==> src/hdl/dense_layer_forward_mac_assert.svh <==
// assertion macros for the dense layer forward block
// expects signals named clk and rst in the including module
`ifndef DENSE_LAYER_FORWARD_MAC_ASSERT_SVH
`define DENSE_LAYER_FORWARD_MAC_ASSERT_SVH

// consequent must hold in the same cycle as the antecedent
`define DLFM_ASSERT_NOW(label, ante, cons) \
  label: assert property (@(posedge clk) disable iff (rst) (ante) |-> (cons)) \
    else $error("dlfm: same-cycle check failed");

// consequent must hold in the cycle after the antecedent
`define DLFM_ASSERT_NEXT(label, ante, cons) \
  label: assert property (@(posedge clk) disable iff (rst) (ante) |=> (cons)) \
    else $error("dlfm: next-cycle check failed");

`endif

==> src/hdl/dlfm_pkg.sv <==
// shared constants, codes and types for the dense layer forward block
// no dependencies
`default_nettype none

package dlfm_pkg;

  // sizing
  localparam int MAX_INPUTS  = 256;
  localparam int MAX_OUTPUTS = 64;
  localparam int STORE_DEPTH = (MAX_INPUTS + 1) * MAX_OUTPUTS;
  localparam int ADDR_W      = $clog2(STORE_DEPTH);
  localparam int ROW_W       = 9;
  localparam int COL_W       = 6;
  localparam int ELEM_W      = $clog2(MAX_INPUTS);
  localparam int IC_W        = 9;
  localparam int DATA_W      = 16;
  localparam int PROD_W      = 2 * DATA_W;
  localparam int ACC_W       = 48;
  localparam int SHIFT_W     = 5;
  localparam int SCALE_W     = 17;
  localparam int SCALE_FRAC  = 16;
  localparam int CFG_W       = 17;
  localparam int CFG_IDX_W   = 3;

  // scaling applies only for keep factors at or below this
  localparam logic [SCALE_W-1:0] KEEP_LIMIT = SCALE_W'(64880);

  // request codes
  localparam logic OP_WEIGHT = 1'b0;
  localparam logic OP_PUSH   = 1'b1;

  // register indexes
  localparam logic [CFG_IDX_W-1:0] REG_INPUT_COUNT  = CFG_IDX_W'(0);
  localparam logic [CFG_IDX_W-1:0] REG_NEURON_COUNT = CFG_IDX_W'(1);
  localparam logic [CFG_IDX_W-1:0] REG_BIAS_ELEM    = CFG_IDX_W'(2);
  localparam logic [CFG_IDX_W-1:0] REG_RESULT_SHIFT = CFG_IDX_W'(3);
  localparam logic [CFG_IDX_W-1:0] REG_KEEP_SCALE   = CFG_IDX_W'(4);

  // control that travels with one accumulator into the output stage
  typedef struct packed {
    logic             valid;
    logic [COL_W-1:0] index;
    logic             last;
  } emit_ctl_t;

endpackage

`default_nettype wire

==> src/hdl/dlfm_out_stage.sv <==
// output stage: shift, saturate and dropout scaling of one accumulator per cycle
// depends on dlfm_pkg
`default_nettype none

module dlfm_out_stage (
  input  wire logic                           clk,
  input  wire logic                           rst,
  input  wire dlfm_pkg::emit_ctl_t            ctl,
  input  wire logic signed [dlfm_pkg::ACC_W-1:0]   acc,
  input  wire logic [dlfm_pkg::SHIFT_W-1:0]   result_shift,
  input  wire logic [dlfm_pkg::SCALE_W-1:0]   keep_scale,
  output logic                                out_valid,
  output logic signed [dlfm_pkg::DATA_W-1:0]  out_value,
  output logic [dlfm_pkg::COL_W-1:0]          out_index,
  output logic                                out_last
);
  import dlfm_pkg::*;

  localparam logic signed [ACC_W-1:0] SAT_HI = ACC_W'(32767);
  localparam logic signed [ACC_W-1:0] SAT_LO = -ACC_W'(32768);
  localparam int RND_W = PROD_W + 3;
  localparam logic signed [RND_W-1:0] ROUND = RND_W'(1) <<< (SCALE_FRAC - 1);

  logic signed [ACC_W-1:0]      shifted;
  logic signed [DATA_W-1:0]     sat_comb;
  logic signed [DATA_W-1:0]     sat_a;
  emit_ctl_t                    ctl_a;
  logic                         scale_a;
  logic signed [PROD_W+1:0]     prod_b;
  logic signed [DATA_W-1:0]     sat_b;
  emit_ctl_t                    ctl_b;
  logic                         scale_b;
  logic signed [RND_W-1:0]      rounded;

  // floor shift and clamp to 16 bits
  always_comb begin
    shifted = acc >>> result_shift;
    if (shifted > SAT_HI) begin
      sat_comb = DATA_W'(32767);
    end else if (shifted < SAT_LO) begin
      sat_comb = -DATA_W'(32768);
    end else begin
      sat_comb = shifted[DATA_W-1:0];
    end
  end

  // stage a: saturated value and scale decision
  always_ff @(posedge clk) begin
    if (rst) begin
      ctl_a <= '0;
    end else begin
      ctl_a <= ctl;
    end
    sat_a   <= sat_comb;
    scale_a <= !ctl.last && (keep_scale <= KEEP_LIMIT);
  end

  // stage b: multiply by the keep factor
  always_ff @(posedge clk) begin
    if (rst) begin
      ctl_b <= '0;
    end else begin
      ctl_b <= ctl_a;
    end
    prod_b  <= sat_a * $signed({1'b0, keep_scale});
    sat_b   <= sat_a;
    scale_b <= scale_a;
  end

  // round and drop the fraction
  assign rounded = RND_W'(prod_b) + ROUND;

  // output register
  always_ff @(posedge clk) begin
    if (rst) begin
      out_valid <= 1'b0;
    end else begin
      out_valid <= ctl_b.valid;
    end
    out_index <= ctl_b.index;
    out_last  <= ctl_b.last;
    out_value <= scale_b ? rounded[SCALE_FRAC +: DATA_W] : sat_b;
  end

endmodule

`default_nettype wire

==> config.mk <==
export PLATFORM = sky130hd
export DESIGN_NAME = dlfm_out_stage
export DESIGN_NICKNAME = d
export VERILOG_FILES = /design/src/hdl/dense_layer_forward_mac_assert.svh /design/src/hdl/dlfm_pkg.sv /design/src/hdl/dlfm_out_stage.sv
export SDC_FILE = /design/constraint.sdc
export NUM_CORES = 1
export LEC_CHECK = 0
export ABC_AREA = 1
export CORE_ASPECT_RATIO = 1.5
export CORE_MARGIN = 3
export CORE_UTILIZATION = 61
export DETAILED_ROUTE_END_ITERATION = 7
export DONT_BUFFER_PORTS = 1
export GPL_TIMING_DRIVEN = 1
export PLACE_DENSITY = 0.75
export SLEW_MARGIN = 0
export SYNTH_ARGS = -nofsm -noshare
export SYNTH_HDL_FRONTEND = slang
export SYNTH_SLANG_ARGS = --single-unit
==> constraint.sdc <==
create_clock -name clk -period 8.02 [get_ports clk]
set_clock_uncertainty 0.1 [all_clocks]
set_input_delay 0.802 -clock clk [delete_from_list [all_inputs] [get_ports clk]]
set_output_delay 0.802 -clock clk [all_outputs]
set_load 0.02 [all_outputs]
==> out/results.ini, run 1 <==
[clock_network]
cts_buffer_depth=2
clk_latency_ns=0.34
numClockSinks=91
ctsResizeCount=0
root_buffer=clkbuf_16
cts.clk_slew.worst_paths_ns=0.06
post_cts_buffers=0
tritoncts=yes
htree_levels=3
cts_hold_buf=0
cts_buffers=9

[detailed_routing]
drc=0
vias=13100
firstDrtPassIters=5
routed_wl_mm=40.4
post_drt_wl_per_cell_um=17.3
drt-vias-per-instance=5.58
antenna_left=0
drtIter0Drc=602

[sta]
max_freq_mhz=159
fin_crit_ns=6.28
relSlewSlack=0.284
grt_setup_unrepaired=false
tightestPinTransition_ns=1.07
hold_violations=0
setup_tns_ns=0
setup_viol=0
fin_crit_sh=0.783
slew_violations=0

[cells_and_area]
fin_cells=2340
synthToLayoutAreaGrowth_pct=1.74
multi_input_area_um2=10900
final_cell_area_um2=15100
seq_area_um2=1820
fill_cells=2226
antenna_cells=0
nNetsFinal=2414
final_layout_size_suffix_gt1_frac=0.0406

[critical_path]
cpPeakStageDelay_ns=1.03
crit_start=sat_a[3]
cp_max_fo=18
startpoint_type=flip-flop
r2r_end=prod_b[31]
regToRegSetupSlack_ns=1.74
r2r_start=sat_a[3]
path_class=flip-flop to flip-flop
cp_common_cell=fa_1
cp.arrival_ns=6.41
cp.required_ns=8.15
crit_end=prod_b[31]
ff2ff_path_depth=20
slowest_stage=dfxtp_1
end_kind=flip-flop
path_cells=nand2_1 > fa_1 > fa_1 > fa_1 > inv_1 > fa_1 > fa_1 > inv_1 > fa_1 > inv_1 > ha_1 > nand2_1 > nor2_1 > inv_1 > o21ai_0 > a21oi_1 > o21ai_1 > nand4_1 > nand3b_1 > nand2_1

[logic_synthesis]
synth_xor_area_frac=0.0182
syn_avg_cell_area_um2=7.04
synth_cell_types=47
yosys.area_share.simple=0.286
ys_seq_area_frac=0.122
synth_top_area_share=0.278
syn_inst=2115
synth-adder-area-share=0.372
synth_compound_area_frac=0.0541
ys_seq_elements=91
yosysTopAreaCell=fa_1
synth_flop_cell=dfxtp_1
synth_top_family_by_area=adder cells
synth_area_um2=14900
synth-warning-count=0
synth_edf_count=0
async_reset_ff_frac=0
syn_nets=2513
synth_mux_area_frac=0.00202
synth_area_leaders=fa_1, nand2_1, dfxtp_1, inv_1, ha_1

[floorplan]
die_h_um=197
die_area_um2=26400
core_um2=23800
ioPinCount=104
start_util=0.625
die_w_um=134
fp-row-count=69

[placed_design]
placed_area_um2=14800
placedCellCount=2324
port_buffers=0
dp_hpwl_mm=32.8
place_congestion=0.995

[hold_path]
holdPathStages=0
hp-class=flip-flop to flip-flop

[grt]
grt_pass1_wl_mm=67.1
grt_pass1_vias=13900
grt.total_usage=0.319
overflow=0
antenna_found_initial=0
grt_start_max_net_pins=53

[job]
maxCapViolCount=0

[outcome]
status=complete, no violations

[layout make-up]
type,count,area share
inverter,438,0.109
tap,319,0.0263
multi-input combinational,1467,0.719
clock inverter,6,0.00619
timing repair buffer,9,0.00446
sequential,91,0.120
clock buffer,10,0.0151
[metrics by stage]
step / hold slack, ns / worst slack, ns / util
6_report: 0.226 / 1.74 / 0.636
5_1_grt: 0.239 / 1.41 / 0.636
4_1_cts: 0.226 / 1.74 / 0.636
3_5_place_dp: 0.212 / 1.75 / 0.622
3_3_place_gp: 0.210 / 1.89 / 0.622
2_1_floorplan: 0.210 / 1.98 / -
[placed cells by master, fill, tap and decap left out, types with 9 or more instances in the layout]
| cell type | Yosys | final |
|---|---|---|
| a21oi_1 | 43 | 43 |
| buf_4 | 3 | 9 |
| clkbuf_16 | 0 | 9 |
| dfxtp_1 | 91 | 91 |
| fa_1 | 207 | 207 |
| ha_1 | 111 | 111 |
| inv_1 | 435 | 435 |
| nand2_1 | 586 | 586 |
| nand3_1 | 214 | 214 |
| nand3_2 | 29 | 29 |
| nor2_1 | 100 | 100 |
| o21ai_0 | 59 | 59 |
| xor2_1 | 23 | 23 |
[cell usage after synthesis (2+ instances only)]
| library cell | n |
|---|---|
| a21oi_1 | 43 |
| buf_6 | 5 |
| o311ai_0 | 2 |
| or2_2 | 7 |
| o21ai_1 | 4 |
| o21a_1 | 6 |
| buf_1 | 7 |
| dfxtp_1 | 91 |
| a31oi_1 | 7 |
| a21o_1 | 2 |
| nor2_1 | 100 |
| o21bai_1 | 2 |
| xnor2_1 | 8 |
| nor4_1 | 3 |
| mux2i_1 | 3 |
| o31ai_1 | 2 |
| nand3_2 | 29 |
| nand3b_1 | 2 |
| inv_1 | 435 |
| o211ai_1 | 5 |
| nand2_2 | 8 |
| xor2_1 | 23 |
| nand4_1 | 6 |
| ha_1 | 111 |
| buf_2 | 15 |
| o2111ai_1 | 2 |
| nand2_1 | 586 |
| clkbuf_1 | 88 |
| nand3_1 | 214 |
| nand2_4 | 8 |
| inv_2 | 2 |
| fa_1 | 207 |
| nor3_1 | 8 |
| buf_4 | 3 |
| o21ai_0 | 59 |
[flip-flops by register name (all words and copies together), names as in the netlist]
register	flops
ctl_a	8
ctl_b	8
out_index	6
out_last	1
out_valid	1
out_value	16
prod_b	17
sat_a	16
sat_b	16
scale_a	1
scale_b	1
[critical path: cells and delay by family (launching register included)]
kind / cells / cell delay [ns]
AOI/OAI and AO/OA: 3 / 0.67
adders and majority gates: 7 / 3.43
buffers and inverters: 4 / 0.19
DFF: 1 / 1.03
and+or+nand+nor: 6 / 0.75
[worst min path at each step]
stage	startpoint	to
floorplan	ctl_b[1]	out_index[0]
global placement	ctl_b[4]	out_index[3]
detailed placement	ctl_b[2]	out_index[1]
CTS	ctl_b[5]	out_index[4]
global route	ctl_b[2]	out_index[1]
finish	ctl_b[5]	out_index[4]
[per-layer routing]
| metal | wire length, um | track usage | vias to the layer above | share of wire |
|---|---|---|---|---|
| li1 | - | - | 6175 | - |
| met5 | 0 | 0 | - | 0 |
| met4 | 3480 | 0.224 | 0 | 0.086 |
| met2 | 21600 | 0.595 | 539 | 0.53 |
| met3 | 2180 | 0.0400 | 221 | 0.054 |
| met1 | 13200 | 0.328 | 6124 | 0.33 |
[logic make-up (layout without fill, tap and decap cells)]
family / count (synthesis) / in the layout
mux: 3 / 3
compound gates: 141 / 141
buf+inv: 557 / 463
fa+ha+maj: 318 / 318
simple gates: 974 / 974
xor+xnor: 31 / 31
flops: 91 / 91
Power of run 1 is left out: the tool's default activity adds up to more than one toggle a clock period on the data nets, which glitch-free logic cannot reach.
==> run 2: changes to the inputs <==
- clock period: 8.02 -> 5.9 ns (I/O delays scaled with it)
==> out/results.ini, run 2 (same netlist as run 1, synthesis figures left out) <==
[cells_and_area]
largest_register=prod_b
final_layout_size_suffix_gt1_frac=0.0761  ; +0.0356
fill_cells=2245  ; +0.85%
final_common_cell=nand2_1
synthToLayoutAreaGrowth_pct=4.63
antenna_cells=0  ; unchanged
nNetsFinal=2455  ; +1.7%
layout_common_cells=nand2_1, inv_1, nand3_1
largest_reg_flops=17  ; unchanged

[critical_path]
cp.arrival_ns=5.84  ; -0.57 ns
ff2ff_path_depth=19  ; -5.0%
cp.buffers_inverters=5  ; +1
slowest_stage=dfxtp_1
cp_common_cell=fa_1
r2r_start=sat_a[3]
crit_family=adder cells
crit_end=prod_b[26]
startpoint_type=flip-flop
cpPeakStageDelay_ns=0.56  ; -0.47 ns
cp.required_ns=6.05  ; -2.10 ns
end_kind=flip-flop
path_cells=buf_4 > nand2_1 > fa_1 > fa_1 > inv_1 > fa_1 > fa_1 > fa_1 > inv_1 > fa_1 > inv_1 > ha_1 > buf_4 > nand2_1 > o21a_1 > o221a_2 > nand3_2 > a21oi_1 > xnor2_1
r2r_end=prod_b[26]
regToRegSetupSlack_ns=0.21  ; -1.53 ns
path_class=flip-flop to flip-flop
crit_start=sat_a[3]
cp_max_fo=6  ; -12
crit_cells=19  ; -5.0%

[floorplan]
core_um2=23800  ; unchanged
ioPinCount=104  ; unchanged
die_area_um2=26400  ; unchanged
fp-row-count=69  ; unchanged
die_w_um=134  ; unchanged
start_util=0.625  ; unchanged
die_h_um=197  ; unchanged

[clock_network]
cts.clk_slew.worst_paths_ns=0.07  ; about the same
cts_buffers=9  ; unchanged
htree_levels=3  ; unchanged
cts_buffer_depth=2  ; unchanged
numClockSinks=91  ; unchanged
root_buffer=clkbuf_16
cts_hold_buf=0  ; unchanged
tritoncts=yes
clk_latency_ns=0.34  ; about the same

[detailed_routing]
post_drt_wl_per_cell_um=17.5  ; +1.2%
vias=13100  ; +0.63%
antenna_left=0  ; unchanged
firstDrtPassIters=5  ; unchanged
drtIter0Drc=711  ; +18%
drc=0  ; unchanged
drt-vias-per-instance=5.52  ; -1.1%
routed_wl_mm=41.7  ; +3.0%

[grt]
overflow=0  ; unchanged
grt_pass1_wl_mm=68.3  ; +1.9%
grt.total_usage=0.326  ; +0.00721
antenna_found_initial=0  ; unchanged
grt_start_max_net_pins=53  ; unchanged
grt_pass1_vias=14000  ; +0.86%

[sta]
fin_crit_sh=0.964  ; +0.181
fin_crit_ns=5.69  ; -0.591 ns
slew_violations=0  ; unchanged
hold_slack_ns=0.172  ; -0.0541 ns
setup_viol=0  ; unchanged
max_freq_mhz=176  ; +10%
relSlewSlack=0.355  ; +0.0707
hold_violations=0  ; unchanged
tightestPinTransition_ns=0.967  ; -0.106 ns

[placed_design]
port_buffers=0  ; unchanged
place_congestion=0.990  ; -0.45%
dp_hpwl_mm=34.1  ; +3.8%

[job]
maxCapViolCount=0  ; unchanged

[outcome]
status=complete, no violations

[hold_path]
hp-class=input pin to flip-flop

run 2: cell count changes in the layout (fill, tap and decap cells not counted), sizes merged:
cell,before,now
buf,9,50
clkinv,1,3
clkbuf,10,9
clkinvlp,0,1
bufinv,2,0
run 2: cell type report:
cell class              instances  area, um^2  share of cell area
well taps                     319         399              0.0256
clock inverters                 7        68.8             0.00442
multi-input cells            1467       11000               0.706
clock buffers                   9         225              0.0145
repair buffers                 50         400              0.0257
flip-flops and latches         91        1830               0.118
inverters                     438        1650               0.106
run 2: per-stage QoR:
| step | util | cells | setup slack [ns] | setup TNS, ns | instance area [um^2] |
|---|---|---|---|---|---|
| finish | 0.654 | 2381 | 0.213 | 0 | 15600 |
| global placement | 0.636 | 2365 | -0.0171 | -0.0171 | 15200 |
| detailed placement | 0.636 | 2365 | -0.0849 | -0.311 | 15200 |
| CTS | 0.649 | 2381 | 0.0598 | 0 | 15500 |
| floorplan | - | 2115 | 0.0675 | 0 | 14900 |
| global route | 0.654 | 2381 | -0.00102 | -0.00102 | 15600 |
run 2: timing repair:
action / in CTS / in global routing
gates resized for setup: 2 / 32
setup endpoints to repair: 8 / 12
pin swaps: 0 / 3
buffers inserted: 0 / 0
run 2: worst min-delay path by stage:
| stage | from | end | slack, ns | cells after the start |
|---|---|---|---|---|
| finish | acc[47] | sat_a[15] | 0.17 | 0 |
| CTS | acc[47] | sat_a[15] | 0.16 | 0 |
| global placement | ctl_b[6] | out_index[5] | 0.21 | 0 |
| global route | acc[47] | sat_a[15] | 0.16 | 0 |
| floorplan | ctl_b[1] | out_index[0] | 0.21 | 0 |
| detailed placement | scale_a | scale_b | 0.21 | 0 |
run 2: layer usage:
metal,vias up,global-route usage,wire length (um)
met1,6308,0.332,13900
li1,6257,-,-
met3,160,0.0313,1680
met2,416,0.631,23000
met5,-,0,0
met4,0,0.205,3080
Power of run 2 is left out for the same reason.
